$ cat config.mk
export PLATFORM = sky130hd
export DESIGN_NAME = rational_arithmetic_unit
export DESIGN_NICKNAME = d
export VERILOG_FILES = /design/src/hw/rtl/rau_pkg.sv /design/src/hw/rtl/rational_arithmetic_unit.sv
export SDC_FILE = /design/constraint.sdc
export NUM_CORES = 2
export LEC_CHECK = 0
export ABC_AREA = 1
export CAP_MARGIN = 10
export CORE_UTILIZATION = 30
export DETAILED_ROUTE_END_ITERATION = 6
export DONT_BUFFER_PORTS = 1
export MAX_ROUTING_LAYER = met4
export SLEW_MARGIN = 15
export SYNTH_ARGS = -nofsm -noshare
export SYNTH_HDL_FRONTEND = slang
export SYNTH_SLANG_ARGS = --single-unit
export TNS_END_PERCENT = 100
$ cat constraint.sdc
create_clock -name clk -period 19 [get_ports clk]
set_input_delay 2.85 -clock clk [delete_from_list [all_inputs] [get_ports clk]]
set_output_delay 2.85 -clock clk [all_outputs]
set_load 0.03 [all_outputs]
$ cat src/hw/rtl/rau_pkg.sv
// Shared types and constants for the rational arithmetic unit.
// Used by rational_arithmetic_unit, its port checker and the testbench; depends on nothing.
package rau_pkg;

  localparam int OP_W   = 16;           // operand field width
  localparam int MAG_W  = 2 * OP_W;     // magnitude of a product or sum
  localparam int NUM_W  = 33;           // signed numerator and compare fields
  localparam int DEN_W  = 31;           // unsigned denominator field
  localparam int OPC_W  = 3;
  localparam int MUL_W  = OP_W + 1;     // signed multiplier operand
  localparam int ALU_W  = MAG_W + 2;    // shared add/subtract unit
  localparam int CNT_W  = $clog2(MAG_W);

  typedef enum logic [OPC_W-1:0] {
    OP_ADD = 3'd0,
    OP_SUB = 3'd1,
    OP_MUL = 3'd2,
    OP_DIV = 3'd3,
    OP_CMP = 3'd4
  } op_t;

  typedef enum logic [3:0] {
    ST_IDLE,
    ST_MUL_N,
    ST_MUL_T,
    ST_SUM,
    ST_MUL_D,
    ST_ABS_N,
    ST_ABS_D,
    ST_GCD,
    ST_DIV_N,
    ST_DIV_D,
    ST_SIGN,
    ST_CMP_MUL0,
    ST_CMP_MUL1,
    ST_CMP_SUM,
    ST_OUT
  } state_t;

  // Which reduction the sequencer is running.
  typedef enum logic [1:0] {
    PH_ARITH,
    PH_A,
    PH_B,
    PH_L
  } phase_t;

endpackage

$ cat src/hw/rtl/rational_arithmetic_unit.sv
// Rational add, subtract, multiply, divide and compare with gcd reduction.
// Depends on rau_pkg for widths, operation codes and sequencer states.

// The unit works on one item at a time: in_ready is high only while the sequencer is idle.
// A finished result moves to the output register as soon as that register is free, and the
// next item is accepted while that result still waits there. An item with a zero denominator,
// a zero divisor or an unused operation code goes straight from the idle to the output state.
// An arithmetic item first forms the products and the absolute values, and a zero numerator
// then finishes through the sign and output states. Any other arithmetic item runs a binary
// gcd loop that does one shift, swap or subtract per cycle, then two 32-step restoring
// divisions by the gcd and the sign and output states. A compare item reduces both operands
// that way, then takes the gcd of the two reduced denominators to scale both to their lcm.
// The gcd loop and the 32-step divisions set the time. One 34-bit add/subtract unit carries
// every gcd step, division step and sum, and one 17x17 multiplier forms all products.
module rational_arithmetic_unit import rau_pkg::*; (
  input  logic                    clk,
  input  logic                    rst,
  input  logic                    in_valid,
  output logic                    in_ready,
  input  logic [OPC_W-1:0]        op,
  input  logic signed [OP_W-1:0]  a_num,
  input  logic signed [OP_W-1:0]  a_den,
  input  logic signed [OP_W-1:0]  b_num,
  input  logic signed [OP_W-1:0]  b_den,
  output logic                    out_valid,
  input  logic                    out_ready,
  output logic signed [NUM_W-1:0] res_num,
  output logic [DEN_W-1:0]        res_den,
  output logic signed [NUM_W-1:0] cmp_value,
  output logic                    div_zero_error
);

  state_t state, state_next;
  phase_t phase;
  op_t    op_r;

  logic signed [OP_W-1:0] an, ad, bn, bd;
  logic [NUM_W-1:0]       nr, dr, tr, cr;
  logic                   nneg, dneg, er;
  logic [MAG_W-1:0]       u, v, g, qr, rem;
  logic [CNT_W-1:0]       k, cnt;
  logic signed [MUL_W-1:0] xn_s, yn_s;
  logic [OP_W-1:0]        xd, yd, xs, ys;

  logic signed [MUL_W-1:0]   mul_x, mul_y;
  logic signed [2*MUL_W-1:0] mul_p;
  logic [NUM_W-1:0]          mul_res;
  logic [ALU_W-1:0]          alu_x, alu_y, alu_s;
  logic                      alu_sub, alu_borrow;
  logic [MAG_W:0]            div_sh;
  logic [MAG_W-1:0]          rem_next, q_next, gcd_g;
  logic [NUM_W-1:0]          sres;
  logic                      in_acc, out_free, in_err, in_bad, last_step, nr_zero;

  function automatic logic [ALU_W-1:0] sxa(input logic [NUM_W-1:0] x);
    return {{(ALU_W-NUM_W){x[NUM_W-1]}}, x};
  endfunction

  function automatic logic signed [MUL_W-1:0] sxm(input logic [OP_W-1:0] x);
    return {x[OP_W-1], x};
  endfunction

  function automatic logic [NUM_W-1:0] sxn(input logic [OP_W-1:0] x);
    return {{(NUM_W-OP_W){x[OP_W-1]}}, x};
  endfunction

  assign in_acc   = in_valid & in_ready;
  assign out_free = ~out_valid | out_ready;
  assign in_bad   = (op > OP_CMP);
  assign in_err   = (a_den == '0) || (b_den == '0) || ((op == OP_DIV) && (b_num == '0));

  assign mul_p   = mul_x * mul_y;
  assign mul_res = mul_p[NUM_W-1:0];

  assign alu_s      = alu_x + (alu_y ^ {ALU_W{alu_sub}}) + ALU_W'(alu_sub);
  assign alu_borrow = alu_s[ALU_W-1];

  // Restoring division step: the remainder stays below the divisor.
  assign div_sh    = {rem, qr[MAG_W-1]};
  assign rem_next  = alu_borrow ? div_sh[MAG_W-1:0] : alu_s[MAG_W-1:0];
  assign q_next    = {qr[MAG_W-2:0], ~alu_borrow};
  assign last_step = (cnt == CNT_W'(MAG_W - 1));

  assign gcd_g   = v << k;
  assign sres    = (nneg ^ dneg) ? alu_s[NUM_W-1:0] : nr;
  assign nr_zero = (nr == '0);

  always_ff @(posedge clk) begin
    if (rst) begin
      state <= ST_IDLE;
    end else begin
      state <= state_next;
    end
  end

  always_comb begin
    state_next = state;
    in_ready   = 1'b0;
    mul_x      = '0;
    mul_y      = '0;
    alu_x      = '0;
    alu_y      = '0;
    alu_sub    = 1'b1;
    case (state)
      ST_IDLE: begin
        in_ready = 1'b1;
        if (in_acc) begin
          if (in_bad || in_err) begin
            state_next = ST_OUT;
          end else if (op == OP_CMP) begin
            state_next = ST_ABS_N;
          end else begin
            state_next = ST_MUL_N;
          end
        end
      end
      ST_MUL_N: begin
        mul_x = sxm(an);
        mul_y = (op_r == OP_MUL) ? sxm(bn) : sxm(bd);
        state_next = ((op_r == OP_ADD) || (op_r == OP_SUB)) ? ST_MUL_T : ST_MUL_D;
      end
      ST_MUL_T: begin
        mul_x = sxm(bn);
        mul_y = sxm(ad);
        state_next = ST_SUM;
      end
      ST_SUM: begin
        alu_x   = sxa(nr);
        alu_y   = sxa(tr);
        alu_sub = (op_r == OP_SUB);
        state_next = ST_MUL_D;
      end
      ST_MUL_D: begin
        mul_x = sxm(ad);
        mul_y = (op_r == OP_DIV) ? sxm(bn) : sxm(bd);
        state_next = ST_ABS_N;
      end
      ST_ABS_N: begin
        alu_y = sxa(nr);
        state_next = ST_ABS_D;
      end
      ST_ABS_D: begin
        alu_y = sxa(dr);
        state_next = nr_zero ? ST_SIGN : ST_GCD;
      end
      ST_GCD: begin
        alu_x = {2'b00, u};
        alu_y = {2'b00, v};
        if (u == '0) begin
          state_next = ST_DIV_N;
        end
      end
      ST_DIV_N: begin
        alu_x = {1'b0, div_sh};
        alu_y = {2'b00, g};
        if (last_step) begin
          state_next = ST_DIV_D;
        end
      end
      ST_DIV_D: begin
        alu_x = {1'b0, div_sh};
        alu_y = {2'b00, g};
        if (last_step) begin
          state_next = (phase == PH_L) ? ST_CMP_MUL0 : ST_SIGN;
        end
      end
      ST_SIGN: begin
        alu_y = sxa(nr);
        case (phase)
          PH_A:    state_next = ST_ABS_N;
          PH_B:    state_next = ST_GCD;
          default: state_next = ST_OUT;
        endcase
      end
      ST_CMP_MUL0: begin
        mul_x = xn_s;
        mul_y = {1'b0, xs};
        state_next = ST_CMP_MUL1;
      end
      ST_CMP_MUL1: begin
        mul_x = yn_s;
        mul_y = {1'b0, ys};
        state_next = ST_CMP_SUM;
      end
      ST_CMP_SUM: begin
        alu_x = sxa(tr);
        alu_y = sxa(nr);
        state_next = ST_OUT;
      end
      ST_OUT: begin
        if (out_free) begin
          state_next = ST_IDLE;
        end
      end
      default: state_next = ST_IDLE;
    endcase
  end

  always_ff @(posedge clk) begin
    case (state)
      ST_IDLE: begin
        if (in_acc) begin
          op_r  <= op_t'(op);
          an    <= a_num;
          ad    <= a_den;
          bn    <= b_num;
          bd    <= b_den;
          phase <= (op == OP_CMP) ? PH_A : PH_ARITH;
          nr    <= '0;
          dr    <= '0;
          cr    <= '0;
          er    <= ~in_bad & in_err;
          if (!in_bad && !in_err && op == OP_CMP) begin
            nr <= sxn(a_num);
            dr <= sxn(a_den);
          end
        end
      end
      ST_MUL_N: nr <= mul_res;
      ST_MUL_T: tr <= mul_res;
      ST_SUM:   nr <= alu_s[NUM_W-1:0];
      ST_MUL_D: dr <= mul_res;
      ST_ABS_N: begin
        nneg <= nr[NUM_W-1];
        if (nr[NUM_W-1]) begin
          nr <= alu_s[NUM_W-1:0];
        end
      end
      ST_ABS_D: begin
        dneg <= dr[NUM_W-1];
        if (nr_zero) begin
          dr <= NUM_W'(1);
        end else begin
          u  <= nr[MAG_W-1:0];
          v  <= dr[NUM_W-1] ? alu_s[MAG_W-1:0] : dr[MAG_W-1:0];
          dr <= dr[NUM_W-1] ? {1'b0, alu_s[MAG_W-1:0]} : dr;
          k  <= '0;
        end
      end
      ST_GCD: begin
        if (u == '0) begin
          g   <= gcd_g;
          rem <= '0;
          cnt <= '0;
          qr  <= (phase == PH_L) ? MAG_W'(yd) : nr[MAG_W-1:0];
        end else if (!u[0] && !v[0]) begin
          u <= u >> 1;
          v <= v >> 1;
          k <= k + 1'b1;
        end else if (!u[0]) begin
          u <= u >> 1;
        end else if (!v[0]) begin
          v <= v >> 1;
        end else if (alu_borrow) begin
          u <= v;
          v <= u;
        end else begin
          // Both odd: the difference is even, so halve it at once.
          u <= alu_s[MAG_W:1];
        end
      end
      ST_DIV_N: begin
        rem <= rem_next;
        qr  <= q_next;
        cnt <= cnt + 1'b1;
        if (last_step) begin
          rem <= '0;
          cnt <= '0;
          if (phase == PH_L) begin
            xs <= q_next[OP_W-1:0];
            qr <= MAG_W'(xd);
          end else begin
            nr <= {1'b0, q_next};
            qr <= dr[MAG_W-1:0];
          end
        end
      end
      ST_DIV_D: begin
        rem <= rem_next;
        qr  <= q_next;
        cnt <= cnt + 1'b1;
        if (last_step) begin
          cnt <= '0;
          if (phase == PH_L) begin
            ys <= q_next[OP_W-1:0];
          end else begin
            dr <= {1'b0, q_next};
          end
        end
      end
      ST_SIGN: begin
        case (phase)
          PH_A: begin
            xn_s  <= sres[MUL_W-1:0];
            xd    <= dr[OP_W-1:0];
            nr    <= sxn(bn);
            dr    <= sxn(bd);
            phase <= PH_B;
          end
          PH_B: begin
            // Both operands are reduced; next find the gcd of their denominators.
            yn_s  <= sres[MUL_W-1:0];
            yd    <= dr[OP_W-1:0];
            u     <= MAG_W'(xd);
            v     <= MAG_W'(dr[OP_W-1:0]);
            k     <= '0;
            phase <= PH_L;
          end
          default: nr <= sres;
        endcase
      end
      ST_CMP_MUL0: nr <= mul_res;
      ST_CMP_MUL1: tr <= mul_res;
      ST_CMP_SUM: begin
        cr <= alu_s[NUM_W-1:0];
        nr <= '0;
        dr <= '0;
      end
      ST_OUT: begin
        if (out_free) begin
          res_num        <= nr;
          res_den        <= dr[DEN_W-1:0];
          cmp_value      <= cr;
          div_zero_error <= er;
        end
      end
      default: ;
    endcase
  end

  always_ff @(posedge clk) begin
    if (rst) begin
      out_valid <= 1'b0;
    end else if (state == ST_OUT && out_free) begin
      out_valid <= 1'b1;
    end else if (out_ready) begin
      out_valid <= 1'b0;
    end
  end

endmodule

==> impl_metrics.json <==
{
  "preCtsSetupSlack_ns": 9.020,
  "fp.dieArea_mm2": 0.1417,
  "cts_hold_buf": 0,
  "finalCritPeriodShare": 0.5339,
  "critPathCaptureType": "register",
  "holdPathEnd": "cmp_value[27]",
  "slowest_stage": "nor2_1",
  "min_path_cells": 0,
  "fin_skew_ns": 0.04167,
  "detail-route-antenna-nets": 0,
  "period_minus_slack_ns": 10.14,
  "grt_pass1_vias": 35540,
  "syn-num-nets": 5218,
  "rows": 137,
  "grt_pass1_wl_um": 265400,
  "crit_fanout": 21,
  "p_total_mw": 9.733,
  "antenna_found_initial": 11,
  "routed_via_density": 5.457,
  "drv_slew": 0,
  "synth-main-ff-cell": "edfxtp_1",
  "worst_path_most_repeated_cell": "inv_1",
  "critPathArrivalTime_ns": 10.55,
  "clock-sinks": 575,
  "cts_tree": "built",
  "fill_cells": 14530,
  "r2r_cells": 35,
  "rrSetupSlack_ns": 8.86,
  "r2r-start": "op_r[1]",
  "first_pass_iters": 7,
  "setup_ws_ns": 8.857,
  "dieWidth_um": 376.4,
  "fp.dieH_um": 376.4,
  "p_leak_nw": 20.44,
  "synthCells": 4735,
  "use_met1": 0.3396,
  "grt_busiest_layer": "met2",
  "grtUsageMet3": 0.05285,
  "worst-setup-path-type": "reg -> reg",
  "drive_above_1_share": 0.05397,
  "syn_area_mm2": 0.04205,
  "synthArstFlopShare": 0,
  "via_count": 36130,
  "hold_slack_ns": 0.4151,
  "synth-warning-count": 0,
  "core_mm2": 0.1394,
  "cpPeakStageDelay_ns": 1.01,
  "cp_top_family": "adder cells",
  "required_ns": 19.40,
  "gp_congestion": 1.001,
  "drv_cap": 0,
  "h-tree-depth": 3,
  "cts_resized": 0,
  "place_hpwl_um": 144000,
  "cts_made_buffers": 67,
  "multi_input_area_mm2": 0.02083,
  "synth.distinct_cells": 61,
  "synth-edff-count": 570,
  "tightest_slew_ns": 1.207,
  "wl_per_cell_um": 28.25,
  "clockBufferDepth": 3,
  "violations": "design-rule violations",
  "max_freq_mhz": 98.59,
  "rsz0062_at_grt": "no",
  "powerDensity_mw_per_mm2": 208.9,
  "layout.nets": 5161,
  "post-cts-setup-buffers": 0,
  "cp.buffers_inverters": 9,
  "final_hold_viol_count": 0,
  "hp-class": "reg -> reg",
  "relSlewSlack": 0.1941,
  "grt_max_degree": 69,
  "critical_path_depth": 35,
  "drt-total-wl_um": 187000,
  "ys_seq_elements": 575,
  "syn2layout_area_growth_pct": 10.80,
  "status": "finished with violations",
  "finalSetupTns_ns": 0,
  "avgSynthCellArea_um2": 8.882,
  "drtIter0Drc": 5046,
  "io_buffers": 0,
  "clkSlewWorstSetupHoldPaths_ns": 0.07,
  "cts_root_buf": "clkbuf_16",
  "r2r-end": "nr[32]",
  "start_util": 0.3018,
  "insertion_delay_ns": 0.70,
  "holdCritStartpoint": "cr[27]",
  "gr-total-overflow": 0,
  "grt.met2_usage": 0.4218,
  "setup-violations-final": 0,
  "drc": 3,
  "ys_seq_area_frac": 0.4094,
  "io_pins": 171,
  "final-seq-area_mm2": 0.01722,
  "start_kind": "register",
  "vdd_drop_max_mv": 0.1648,
  "grt_util_all_layers": 0.2700
}
-- placed cells by master (no fill, tap or decap), types with 12 or more instances in the layout --
cell / n
nand3b_1: 12
nor3_1: 19
edfxtp_1: 570
clkinv_1: 15
nand3_1: 126
nor4_1: 31
o311ai_0: 16
o21ai_1: 40
o21bai_1: 22
clkbuf_16: 67
o21ai_0: 355
nor2_1: 279
buf_4: 89
nand2_1: 1051
o22ai_1: 74
ha_1: 119
a221oi_1: 60
xor2_1: 70
fa_1: 291
a31oi_1: 20
o2111ai_1: 38
xnor2_1: 17
nand4_1: 36
mux2i_1: 17
diode_2: 19
a211oi_1: 16
inv_1: 847
a21oi_1: 183
o211ai_1: 75
-- per-layer routing --
layer	wire length (µm)	vias to the layer above	part of all wire
li1	-	15630	-
met1	73100	17920	0.39
met2	85870	2202	0.46
met3	18790	375	0.10
met4	9248	0	0.049
met5	0	-	0
-- state kept, by name, indices dropped and copies added (netlist names), 17 cells and up --
name       flops
qr            32
res_num       33
xn_s          17
res_den       31
yn_s          17
nr            33
cmp_value     33
g             32
cr            33
u             32
tr            33
dr            33
rem           32
v             32
-- kinds of logic after synthesis --
kind of cell	Yosys count	share of synthesized area
AO/OA/AOI/OAI	960	0.1397
XOR/XNOR	88	0.01851
adder cells (fa/ha/maj)	412	0.1745
buffers and inverters	1080	0.09803
flip-flops	575	0.4094
multiplexers	17	0.004046
AND/OR/NAND/NOR	1603	0.1558
-- area by class of cell --
cell class	instances	area share
well taps	1876	0.05037
clock inverters	40	0.01125
clock buffers	76	0.03671
inverters	865	0.06973
flip-flops and latches	575	0.3695
multi-input cells	3080	0.4471
diodes	19	0.001020
repair buffers	89	0.01434
-- worst max path at each step --
| stage | from | to | slack (ns) |
|---|---|---|---|
| floorplan | out_ready | cmp_value[0] | 11.48 |
| global placement | op_r[1] | nr[32] | 9.02 |
| detailed placement | op_r[1] | nr[32] | 9.02 |
| CTS | op_r[1] | nr[32] | 8.96 |
| global route | op_r[1] | nr[32] | 8.26 |
| finish | op_r[1] | nr[32] | 8.86 |
-- stage by stage --
step,std cells,cell area (µm²),utilization
final,6620,46600,0.3344
after global routing,6610,46570,0.3342
after CTS,6601,46540,0.3340
after detailed placement,6485,44310,0.3180
after global placement,6485,44310,0.3180
after floorplan,4735,42050,-
-- report_power, final --
group,switching [mW],internal (mW),total (mW)
registers,0.400,1.95,2.35
clock network,0.586,0.778,1.36
logic,4.42,1.60,6.02
-- Yosys cell counts (19+ instances only) --
master,n,area share
o2111ai_1,38,0.0079
nor3_1,19,0.0023
edfxtp_1,570,0.41
nor4_1,31,0.0046
o21ai_0,356,0.042
o22ai_1,74,0.011
nand2_1,1054,0.094
nor2_1,291,0.026
nand4_1,36,0.0054
o21ai_1,40,0.0048
ha_1,121,0.036
a221oi_1,60,0.012
xor2_1,70,0.015
fa_1,291,0.14
inv_1,849,0.076
a31oi_1,20,0.0030
clkbuf_1,176,0.016
o21bai_1,22,0.0039
o211ai_1,75,0.013
nand3_1,127,0.015
a21oi_1,184,0.022
buf_1,21,0.0019
(Power assumes the default switching activity.)
